==> src/sv/jsfe_pkg.sv <==
// Shared types and constants for the JSON string field extractor.
// Used by jsfe_key_window, jsfe_parser and json_string_field_extractor_unit.
// No dependencies.
`default_nettype none

package jsfe_pkg;

    // Parse phase of the current line.
    typedef enum logic [2:0] {
        PH_SEARCH,
        PH_COLON,
        PH_SPACES,
        PH_VALUE,
        PH_DONE
    } phase_t;

    // Character codes.
    localparam logic [7:0] CH_NUL       = 8'h00;
    localparam logic [7:0] CH_TAB       = 8'h09;
    localparam logic [7:0] CH_LF        = 8'h0A;
    localparam logic [7:0] CH_SPACE     = 8'h20;
    localparam logic [7:0] CH_QUOTE     = 8'h22;
    localparam logic [7:0] CH_COLON     = 8'h3A;
    localparam logic [7:0] CH_BACKSLASH = 8'h5C;
    localparam logic [7:0] CH_LOWER_N   = 8'h6E;
    localparam logic [7:0] CH_LOWER_T   = 8'h74;

    // Configuration register indexes.
    localparam logic REG_KEY_CHARS  = 1'b0;
    localparam logic REG_KEY_LENGTH = 1'b1;

    // Reset values of the configuration registers: key "message", length 7.
    localparam logic [63:0] KEY_CHARS_RESET  = 64'h0065_6761_7373_656D;
    localparam logic [3:0]  KEY_LENGTH_RESET = 4'd7;

    // Control from the parser to the key window.
    typedef struct packed {
        logic shift;
        logic clear;
    } window_ctrl_t;

    // One result of the parser.
    typedef struct packed {
        logic       valid;
        logic [7:0] value_byte;
        logic       value_end;
        logic       value_good;
    } result_t;

endpackage

`default_nettype wire

==> src/sv/jsfe_key_window.sv <==
// Sliding byte window and quoted-key comparator.
// Depends on jsfe_pkg.
`default_nettype none

module jsfe_key_window
    import jsfe_pkg::*;
#(
    parameter int MAX_KEY_CHARS = 8
) (
    input  wire logic                 clk,
    input  wire logic                 rst_n,
    input  wire window_ctrl_t         ctrl,
    input  wire logic [7:0]           data_byte,
    input  wire logic [63:0]          key_chars,
    input  wire logic [3:0]           key_length,
    output logic                      hit
);

    localparam int WinDepth = MAX_KEY_CHARS + 2;

    logic [7:0] win_reg  [WinDepth];
    logic [7:0] win_next [WinDepth];
    logic [3:0] len_eff;

    // Shift the newest byte in at position zero; clear at line end.
    always_comb
    begin
        for (int i = 0; i < WinDepth; i++)
        begin
            win_next[i] = win_reg[i];
        end
        if (ctrl.clear)
        begin
            for (int i = 0; i < WinDepth; i++)
            begin
                win_next[i] = 8'h00;
            end
        end
        else if (ctrl.shift)
        begin
            win_next[0] = data_byte;
            for (int i = 1; i < WinDepth; i++)
            begin
                win_next[i] = win_reg[i - 1];
            end
        end
    end

    always_ff @(posedge clk or negedge rst_n)
    begin
        if (!rst_n)
        begin
            for (int i = 0; i < WinDepth; i++)
            begin
                win_reg[i] <= 8'h00;
            end
        end
        else
        begin
            for (int i = 0; i < WinDepth; i++)
            begin
                win_reg[i] <= win_next[i];
            end
        end
    end

    // Key length in use: zero counts as one, larger values saturate.
    always_comb
    begin
        if (key_length == 4'd0)
        begin
            len_eff = 4'd1;
        end
        else if (key_length > 4'(MAX_KEY_CHARS))
        begin
            len_eff = 4'(MAX_KEY_CHARS);
        end
        else
        begin
            len_eff = key_length;
        end
    end

    // Compare the shifted window against the quoted key for every length.
    always_comb
    begin
        logic m;
        hit = 1'b0;
        for (int l = 1; l <= MAX_KEY_CHARS; l++)
        begin
            m = (win_next[0] == CH_QUOTE) && (win_next[l + 1] == CH_QUOTE);
            for (int k = 0; k < MAX_KEY_CHARS; k++)
            begin
                if (k < l)
                begin
                    m = m && (win_next[l - k] == key_chars[8 * k +: 8]);
                end
            end
            if (len_eff == 4'(l))
            begin
                hit = m;
            end
        end
    end

endmodule

`default_nettype wire

==> src/sv/jsfe_parser.sv <==
// Per-line parse state machine: phase, escape flag and line byte count.
// Depends on jsfe_pkg.
`default_nettype none

module jsfe_parser
    import jsfe_pkg::*;
#(
    parameter int LINE_CAPACITY = 2048
) (
    input  wire logic         clk,
    input  wire logic         rst_n,
    input  wire logic         step,
    input  wire logic [7:0]   data_byte,
    input  wire logic         end_of_stream,
    input  wire logic         hit,
    output window_ctrl_t      win_ctrl,
    output result_t           result
);

    localparam int CountWidth = $clog2(LINE_CAPACITY);

    phase_t                phase_reg, phase_next;
    logic                  esc_reg, esc_next;
    logic [CountWidth-1:0] count_reg, count_next;

    logic line_end;
    logic full;
    logic take;

    assign line_end = end_of_stream || (data_byte == CH_LF);
    assign full     = (count_reg == CountWidth'(LINE_CAPACITY - 1));
    // A stored, non-zero byte of the line.
    assign take     = step && !line_end && !full && (data_byte != CH_NUL);

    // Next state.
    always_comb
    begin
        phase_next = phase_reg;
        esc_next   = esc_reg;
        count_next = count_reg;
        if (step && line_end)
        begin
            phase_next = PH_SEARCH;
            esc_next   = 1'b0;
            count_next = '0;
        end
        else if (step && !full)
        begin
            count_next = count_reg + 1'b1;
            if (data_byte == CH_NUL)
            begin
                phase_next = PH_DONE;
                esc_next   = 1'b0;
            end
            else
            begin
                unique case (phase_reg)
                    PH_SEARCH:
                    begin
                        if (hit)
                        begin
                            phase_next = PH_COLON;
                        end
                    end
                    PH_COLON:
                    begin
                        if (data_byte == CH_COLON)
                        begin
                            phase_next = PH_SPACES;
                        end
                    end
                    PH_SPACES:
                    begin
                        if (data_byte == CH_QUOTE)
                        begin
                            phase_next = PH_VALUE;
                        end
                        else if (data_byte != CH_SPACE && data_byte != CH_TAB)
                        begin
                            phase_next = PH_DONE;
                        end
                    end
                    PH_VALUE:
                    begin
                        if (esc_reg)
                        begin
                            esc_next = 1'b0;
                        end
                        else if (data_byte == CH_BACKSLASH)
                        begin
                            esc_next = 1'b1;
                        end
                        else if (data_byte == CH_QUOTE)
                        begin
                            phase_next = PH_DONE;
                        end
                    end
                    PH_DONE:
                    begin
                        phase_next = PH_DONE;
                    end
                    default:
                    begin
                        phase_next = PH_DONE;
                    end
                endcase
            end
        end
    end

    always_ff @(posedge clk or negedge rst_n)
    begin
        if (!rst_n)
        begin
            phase_reg <= PH_SEARCH;
            esc_reg   <= 1'b0;
            count_reg <= '0;
        end
        else
        begin
            phase_reg <= phase_next;
            esc_reg   <= esc_next;
            count_reg <= count_next;
        end
    end

    // Outputs: window control and the result of this byte.
    always_comb
    begin
        win_ctrl.clear    = step && line_end;
        win_ctrl.shift    = take && (phase_reg == PH_SEARCH);
        result.valid      = 1'b0;
        result.value_byte = 8'h00;
        result.value_end  = 1'b0;
        result.value_good = 1'b0;
        if (phase_reg == PH_VALUE && step)
        begin
            if (line_end || (!full && data_byte == CH_NUL))
            begin
                // Aborted end marker.
                result.valid     = 1'b1;
                result.value_end = 1'b1;
            end
            else if (take)
            begin
                if (esc_reg)
                begin
                    result.valid = 1'b1;
                    if (data_byte == CH_LOWER_N)
                    begin
                        result.value_byte = CH_LF;
                    end
                    else if (data_byte == CH_LOWER_T)
                    begin
                        result.value_byte = CH_TAB;
                    end
                    else
                    begin
                        result.value_byte = data_byte;
                    end
                end
                else if (data_byte == CH_QUOTE)
                begin
                    result.valid      = 1'b1;
                    result.value_end  = 1'b1;
                    result.value_good = 1'b1;
                end
                else if (data_byte != CH_BACKSLASH)
                begin
                    result.valid      = 1'b1;
                    result.value_byte = data_byte;
                end
            end
        end
    end

endmodule

`default_nettype wire

==> src/sv/json_string_field_extractor_unit.sv <==
// Top level of the JSON string field extractor: config registers, input and
// result registers. Depends on jsfe_pkg, jsfe_key_window and jsfe_parser.
//
//  Channel  Direction  Signals                            Content
//  s_*      in         s_tvalid s_tready s_tdata s_tlast  line bytes, tlast = end of stream
//  m_*      out        m_tvalid m_tready m_tdata m_tlast  value bytes, tlast = end marker
//  m_tuser  out        m_tuser                            good flag on end marker
//  cfg_*    in         cfg_we cfg_index cfg_data          key characters and key length
//
// One beat per cycle is accepted while s_tready is high. A beat is registered in
// the input register at its accepting edge and parsed from there; its result, if
// any, is loaded into the result register, which drives m_tvalid.
// Reset clears all parse state and loads the key "message" with length 7.
// A stalled result register holds the parse stage, and the input register
// then fills and drops s_tready.
`default_nettype none

module json_string_field_extractor_unit
    import jsfe_pkg::*;
#(
    parameter int LINE_CAPACITY = 2048,
    parameter int MAX_KEY_CHARS = 8
) (
    input  wire logic        clk,
    input  wire logic        rst_n,
    input  wire logic        s_tvalid,
    output logic             s_tready,
    input  wire logic [7:0]  s_tdata,    // [7:0] data_byte
    input  wire logic        s_tlast,    // end_of_stream
    output logic             m_tvalid,
    input  wire logic        m_tready,
    output logic [7:0]       m_tdata,    // [7:0] value_byte
    output logic             m_tlast,    // value_end
    output logic [0:0]       m_tuser,    // [0] value_good
    input  wire logic        cfg_we,
    input  wire logic        cfg_index,
    input  wire logic [63:0] cfg_data
);

    logic [63:0] key_chars_reg;
    logic [3:0]  key_length_reg;

    logic        in_valid_reg;
    logic [7:0]  in_byte_reg;
    logic        in_eos_reg;

    logic        out_valid_reg;
    logic [7:0]  out_byte_reg;
    logic        out_end_reg;
    logic        out_good_reg;

    logic         advance;
    logic         step;
    logic         hit;
    window_ctrl_t win_ctrl;
    result_t      result;

    // Configuration writes.
    always_ff @(posedge clk or negedge rst_n)
    begin
        if (!rst_n)
        begin
            key_chars_reg  <= KEY_CHARS_RESET;
            key_length_reg <= KEY_LENGTH_RESET;
        end
        else if (cfg_we)
        begin
            unique case (cfg_index)
                REG_KEY_CHARS:  key_chars_reg  <= cfg_data;
                REG_KEY_LENGTH: key_length_reg <= cfg_data[3:0];
                default:        key_chars_reg  <= key_chars_reg;
            endcase
        end
    end

    // Handshake: parse stage moves when the result register is free.
    assign advance  = !out_valid_reg || m_tready;
    assign step     = in_valid_reg && advance;
    assign s_tready = !in_valid_reg || advance;

    // Input register.
    always_ff @(posedge clk or negedge rst_n)
    begin
        if (!rst_n)
        begin
            in_valid_reg <= 1'b0;
        end
        else if (s_tready)
        begin
            in_valid_reg <= s_tvalid;
        end
    end

    always_ff @(posedge clk)
    begin
        if (s_tready && s_tvalid)
        begin
            in_byte_reg <= s_tdata;
            in_eos_reg  <= s_tlast;
        end
    end

    jsfe_key_window #(
        .MAX_KEY_CHARS (MAX_KEY_CHARS)
    ) u_key_window (
        .clk        (clk),
        .rst_n      (rst_n),
        .ctrl       (win_ctrl),
        .data_byte  (in_byte_reg),
        .key_chars  (key_chars_reg),
        .key_length (key_length_reg),
        .hit        (hit)
    );

    jsfe_parser #(
        .LINE_CAPACITY (LINE_CAPACITY)
    ) u_parser (
        .clk           (clk),
        .rst_n         (rst_n),
        .step          (step),
        .data_byte     (in_byte_reg),
        .end_of_stream (in_eos_reg),
        .hit           (hit),
        .win_ctrl      (win_ctrl),
        .result        (result)
    );

    // Result register.
    always_ff @(posedge clk or negedge rst_n)
    begin
        if (!rst_n)
        begin
            out_valid_reg <= 1'b0;
        end
        else if (advance)
        begin
            out_valid_reg <= step && result.valid;
        end
    end

    always_ff @(posedge clk)
    begin
        if (step && result.valid)
        begin
            out_byte_reg <= result.value_byte;
            out_end_reg  <= result.value_end;
            out_good_reg <= result.value_good;
        end
    end

    assign m_tvalid   = out_valid_reg;
    assign m_tdata    = out_byte_reg;
    assign m_tlast    = out_end_reg;
    assign m_tuser[0] = out_good_reg;

endmodule

`default_nettype wire

==> config.mk <==
export PLATFORM = sky130hd
export DESIGN_NAME = json_string_field_extractor_unit
export DESIGN_NICKNAME = d
export VERILOG_FILES = /design/src/sv/jsfe_pkg.sv /design/src/sv/jsfe_key_window.sv /design/src/sv/jsfe_parser.sv /design/src/sv/json_string_field_extractor_unit.sv
export SDC_FILE = /design/constraint.sdc
export NUM_CORES = 1
export LEC_CHECK = 0
export BUFFER_PORTS_ARGS = -buffer_cell sky130_fd_sc_hd__buf_2
export CORE_UTILIZATION = 55
export DETAILED_ROUTE_END_ITERATION = 16
export PLACE_DENSITY = 0.74
export SETUP_SLACK_MARGIN = 0.5
export SLEW_MARGIN = 20
export SYNTH_ARGS = -nofsm -noshare
export SYNTH_HDL_FRONTEND = slang
export SYNTH_SLANG_ARGS = --single-unit
==> constraint.sdc <==
create_clock -name clk -period 4.6 [get_ports clk]
set_input_delay 0.92 -clock clk [delete_from_list [all_inputs] [get_ports clk]]
set_output_delay 0.92 -clock clk [all_outputs]
set_load 0.05 [all_outputs]
# == Word-level counts from Yosys, hierarchy flattened ==
# Index checks and enable logic that the tools add are counted.
# op_classes
order_cmp,1
reduce_logical,76
bitwise_logic,3
mux,45
n_eq_ne,72
n_addsub,1
# op_table
op,n
$eq 8x8->1,36
$mux 80,2
$eq 8x6->1 const B,11
$logic_and 1x1->1,56
$mux 11,4
$mux 8,4
$mux 3,10
$eq 8x7->1 const B,3
$mux 1,18
$mux 9,2
$eq 4x3->1 const B,4
$pmux 3 s4,1
$add 11x1->11 const B,1
$eq 11x11->1 const B,1
$eq 4x2->1 const B,2
$eq 8x4->1 const B,1
$logic_not 8->1,1
$mux 4,2
$ne 4x2->1 const B,2
$ne 4x3->1 const B,2
$ne 8x4->1 const B,1
$ne 8x6->1 const B,1
$ne 8x7->1 const B,1
$reduce_bool 8->1,1
other kinds (19),31
# word_totals
in_bits,79
output_inout_bits,12
regBits,184
elab_cells,220

# == Depth between registers and ports, before layout ==
# logic_depth
word_depth,25
depth_mapped,16
depth_no_buf,12

# == Hierarchy ==
# From an unflattened synthesis, not the netlist that was laid out.
# unflattened
cells_unflattened,1073
hier_area_um2,11896.4
# by_module_without_submodules
module,seq_area_each_um2,area_per_inst_um2,cells_per_inst,n_inst
jsfe_key_window,2001.9,7158.1,756,1
json_string_field_extractor_unit,2364.8,3559.7,174,1
jsfe_parser,375.4,1178.6,143,1

# == Worst setup path before layout ==
# No wires, ideal clock.
# synth_path
path_kind,input port to flip-flop
start,input m_tready
end,register u_parser.phase_reg[0]
required_time_ps,4478
setup_ps,122
path_stages,14
path_slack_ps,897
arrival_time_ps,3582
n_path_buf,3
cell_sequence,nor2b_1 nor2b_1 clkbuf_1 nand4b_2 buf_12 buf_12 mux2i_1 nand4b_1 or4_1 nor4_1 a31oi_1 o211ai_1 o32ai_1 a32o_1
# synth_between
elab_chain_cells,21
word_cells_on_any_way,116
cone_classes,eq/ne: 51; mux: 11; reduce/logical: 54
# synth_rtl
item,line,source
from (decl),json_string_field_extractor_unit.sv:31,"input wire logic m_tready,"
$logic_or 1x1->1 *,json_string_field_extractor_unit.sv:77,assign advance = !out_valid_reg || m_tready;
$logic_and 1x1->1 *,json_string_field_extractor_unit.sv:78,assign step = in_valid_reg && advance;
$logic_and 1x1->1 (3 in series),jsfe_parser.sv:33,assign take = step && !line_end && !full && (data_byte != CH_NUL);
$logic_and 1x1->1,jsfe_parser.sv:131,win_ctrl.shift = take && (phase_reg == PH_SEARCH);
$mux 80,jsfe_key_window.sv:39,else if (ctrl.shift)
$mux 80,jsfe_key_window.sv:32,if (ctrl.clear)
$eq 8x6->1,jsfe_key_window.sv:91,m = (win_next[0] == CH_QUOTE) && (win_next[l + 1] == CH_QUOTE);
$logic_and 1x1->1,jsfe_key_window.sv:91,
$logic_and 1x1->1,jsfe_key_window.sv:96,m = m && (win_next[l - k] == key_chars[8 * k +: 8]);
$mux 1 or $logic_and 1x1->1 (tied branches) (7 in series),"jsfe_key_window.sv:99, jsfe_key_window.sv:96",
$mux 1,jsfe_key_window.sv:99,if (len_eff == 4'(l))
$ne 4x3->1 (no source line),--,
$reduce_and 7->1 (no source line),--,
to (signal assigned),jsfe_parser.sv:121,phase_reg <= phase_next;
to (decl),jsfe_parser.sv:22,"phase_t phase_reg, phase_next;"
# Every way passes the cells marked *; elsewhere a longest branch is shown, timed or not.
# A chain may end at the register's enable or synchronous reset.

# == Worst setup path in the final report ==
# layout_path
start,register in_byte_reg[7]
end,register u_parser.phase_reg[0]
# layout_between
elab_chain_cells,22
word_cells_on_any_way,128
cone_classes,eq/ne: 57; mux: 15; reduce/logical: 56
# layout_rtl
item,line,source
from (decl),json_string_field_extractor_unit.sv:44,logic [7:0] in_byte_reg;
from (signal assigned),json_string_field_extractor_unit.sv:98,in_byte_reg <= s_tdata;
$eq 8x4->1,jsfe_parser.sv:30,assign line_end = end_of_stream || (data_byte == CH_LF);
$logic_or 1x1->1,jsfe_parser.sv:30,
$logic_not 1->1,jsfe_parser.sv:33,
$logic_and 1x1->1 (3 in series),jsfe_parser.sv:33,
$logic_and 1x1->1,jsfe_parser.sv:131,
$mux 80,jsfe_key_window.sv:39,
$mux 80,jsfe_key_window.sv:32,
$eq 8x6->1,jsfe_key_window.sv:91,
$logic_and 1x1->1,jsfe_key_window.sv:91,
$logic_and 1x1->1,jsfe_key_window.sv:96,
$mux 1 or $logic_and 1x1->1 (tied branches) (7 in series),"jsfe_key_window.sv:99, jsfe_key_window.sv:96",
$mux 1,jsfe_key_window.sv:99,
$ne 4x3->1 (no source line),--,
$reduce_and 7->1 (no source line),--,
# Parallel ways exist; a longest one is shown, timed or not. The select of a mux whose other input is x is not followed.

==> out/results.ini <==
[detailed_routing]
dr.pass1.iters=5
postRouteAntennaNets=0
wl_per_cell_um=26.0
drt-initial-drc-count=1121
routed_via_density=6.35
wirelength_mm=41.8
vias=10200
drc=0

[power_and_ir_drop]
p_comb_share_pct=29.1
p_sw_mw=1.98
p_int_mw=3.38
power_density_nw_per_um2=389
irDropWorstVdd_uv=238
sw_frac_of_total_pct=37.0
seqPwrFrac_pct=41.7
p_leak_nw=6.00
p_clk_share_pct=29.2

[synth]
syn_nets=1302
async_reset_ff_share_pct=89.7
synth_top_area_cell=dfrtp_1
synth-edff-count=19
synth-seq-area-share_pct=39.5
syn_inst=1222
yosysWarnings=0
yosysMostFrequentCell=xor2_1
synthTopCellsByCount=xor2_1 (159), dfrtp_1 (131), xnor2_1 (94)
synthFlopType=dfrtp_1
synth_seq_cells=184
syn-cell-area_um2=12000
synth_top_area_share_pct=27.3
ys_types=79
yosys-top-cells-area=dfrtp_1 (27%), xor2_1 (12%), dfstp_2 (7.4%)
avgSynthCellArea_um2=9.83

[sta]
slew_headroom_pct=33.3
fin_tns_setup_ns=0
fin_skew_ns=0.00975
final.period_utilization_pct=88.1
worst_pin_slew_ns=0.976
timing.final.max_slew_violations=0
final_hold_viol_count=0
max_freq_ghz=0.247
period_minus_slack_ns=4.05
rsz0062_at_grt=no
finalSetupViolCount=0

[placement]
place_hpwl_mm=30.4
gp_congestion=1.02
place_inst=1566
io_buffer_count=90

[floorplan]
die_h_um=150
rows=53
core_area_um2=21200
initial_core_util_pct=56.6
fp.dieArea_um2=22400
die_x_um=150
io_pins=91

[global_route]
overflow=0
antenna_found_initial=0
grt_max_degree=86
grt_pass1_wl_mm=62.4
grtUsageTotal_pct=38.4
grt_pass1_vias=9976

[worst_setup_path]
cp-start-kind=register
critPathRequiredTime_ns=4.93
end_kind=register
critical_path_class=reg -> reg
worst_ep_arrival_time_ns=4.38
cp_max_fo=14
startpoint=in_byte_reg[7]
reg2reg_from=in_byte_reg[7]

[layout]
fin_nets=1399
drive_gt1_share_pct=27.0
largest_reg_flops=80
n_fill_cell=1781
syn2layout_area_growth_pct=14.8
diodes=0
utilization_pct=64.9
instances_no_fill=1607

[clock_tree]
clk_path_buf_depth=2
clockRootBuffer=clkbuf_16
htree_num_levels=4
cts.clk_slew.worst_paths_ns=0.08
numCtsBuffers=17
clk_latency_ns=0.44
cts_tree=yes
clock_sinks=184

[min_path]
hold_start=u_parser.count_reg[10]
hold_path.class=reg -> reg

[status]
status=finished clean

[flow_run]
timing.max_cap.violations=0

placed cells by master, fill, tap and decap left out, drive strengths merged, types with 6 or more instances in the layout:
| cell type | n |
|---|---|
| a21oi | 61 |
| nor4 | 41 |
| nor2 | 29 |
| o22ai | 11 |
| nor2b | 7 |
| nand2 | 71 |
| xor2 | 159 |
| nand4 | 51 |
| and3 | 10 |
| dfstp | 34 |
| o21ai | 40 |
| mux2 | 84 |
| nand3 | 19 |
| mux2i | 50 |
| dfrtp | 131 |
| or4 | 6 |
| nand4b | 8 |
| xnor2 | 94 |
| edfxtp | 19 |
| a22oi | 7 |
| buf | 168 |
| inv | 100 |
| nor3 | 22 |
| clkbuf | 18 |
power by group through the flow:
stage          combinational, mW  clock (mW)  sequential, mW
2_1_floorplan               1.21           0            1.97
3_3_place_gp                1.46           0            2.25
3_5_place_dp                1.47           0            2.24
4_1_cts                     1.49        1.58            2.21
5_1_grt                     1.66        1.63            2.24
6_report                    1.56        1.56            2.24
worst paths after layout:
check	end	slack, ns	cells after the start
worst max-delay path	u_parser.phase_reg[0]	0.55	13
worst min-delay path	u_parser.count_reg[10]	0.51	2
worst max register to register	u_parser.phase_reg[0]	0.55	13
worst min register to register	u_parser.count_reg[10]	0.51	2
max in group asynchronous	key_chars_reg[32]	3.14	2
min in group asynchronous	in_valid_reg	0.53	1
cells by family (layout without fill, tap and decap cells):
family | Yosys count | count (layout) | share of synthesized area, %
simple gates | 291 | 292 | 13.4
xor+xnor | 253 | 253 | 18.5
buf+inv | 185 | 294 | 6.74
flops | 184 | 184 | 39.5
compound gates | 174 | 174 | 9.07
mux | 134 | 134 | 12.7
fa+ha+maj | 1 | 1 | 0.104
cell type report:
type / instances / area (um2) / share of cell area [%]
clock buffer: 17 / 425 / 3.09
multi-input combinational: 854 / 6620 / 48.0
clock inverter: 15 / 183 / 1.33
tap: 275 / 344 / 2.50
sequential: 184 / 4740 / 34.4
timing repair buffer: 169 / 1120 / 8.11
inverter: 93 / 349 / 2.53
repair_timing:
action / in CTS / in global routing
setup buffers: 2 / 5
hold buffers: 0 / 0
pin swaps: 0 / 5
gates resized for setup: 4 / 15
setup endpoints to repair: 1 / 1
cloned: 0 / 2
stage by stage:
step	area, um2	hold WS, ns	total power [mW]	worst slack [ns]
2_1_floorplan	12000	0.462	3.18	0.897
3_3_place_gp	13000	0.479	3.70	0.299
3_5_place_dp	13000	0.489	3.72	0.285
4_1_cts	13600	0.506	5.28	0.503
5_1_grt	13800	0.541	5.54	0.483
6_report	13800	0.506	5.36	0.548
per-layer routing:
layer | share of wire (%) | GRT usage (%) | up-vias | routed length, um
met5 | 0 | 0 | - | 0
met4 | 5.0 | 19.5 | 0 | 2070
met3 | 9.7 | 10.1 | 162 | 4040
met2 | 46 | 59.3 | 603 | 19200
met1 | 39 | 49.5 | 5008 | 16500
li1 | - | - | 4438 | -
worst max-delay path: stages, from the launching register on:
cell,delay (ns)
edfxtp_1,0.48
or4_4,0.60
nor3_4,0.23
nand4b_4,0.25
buf_12,0.19
buf_12,0.17
mux2i_1,0.63
xor2_1,0.20
nand2_1,0.09
nor4_2,0.33
nand4_1,0.18
o22ai_2,0.23
o32ai_1,0.11
a32o_1,0.23
(Power assumes the default switching activity.)
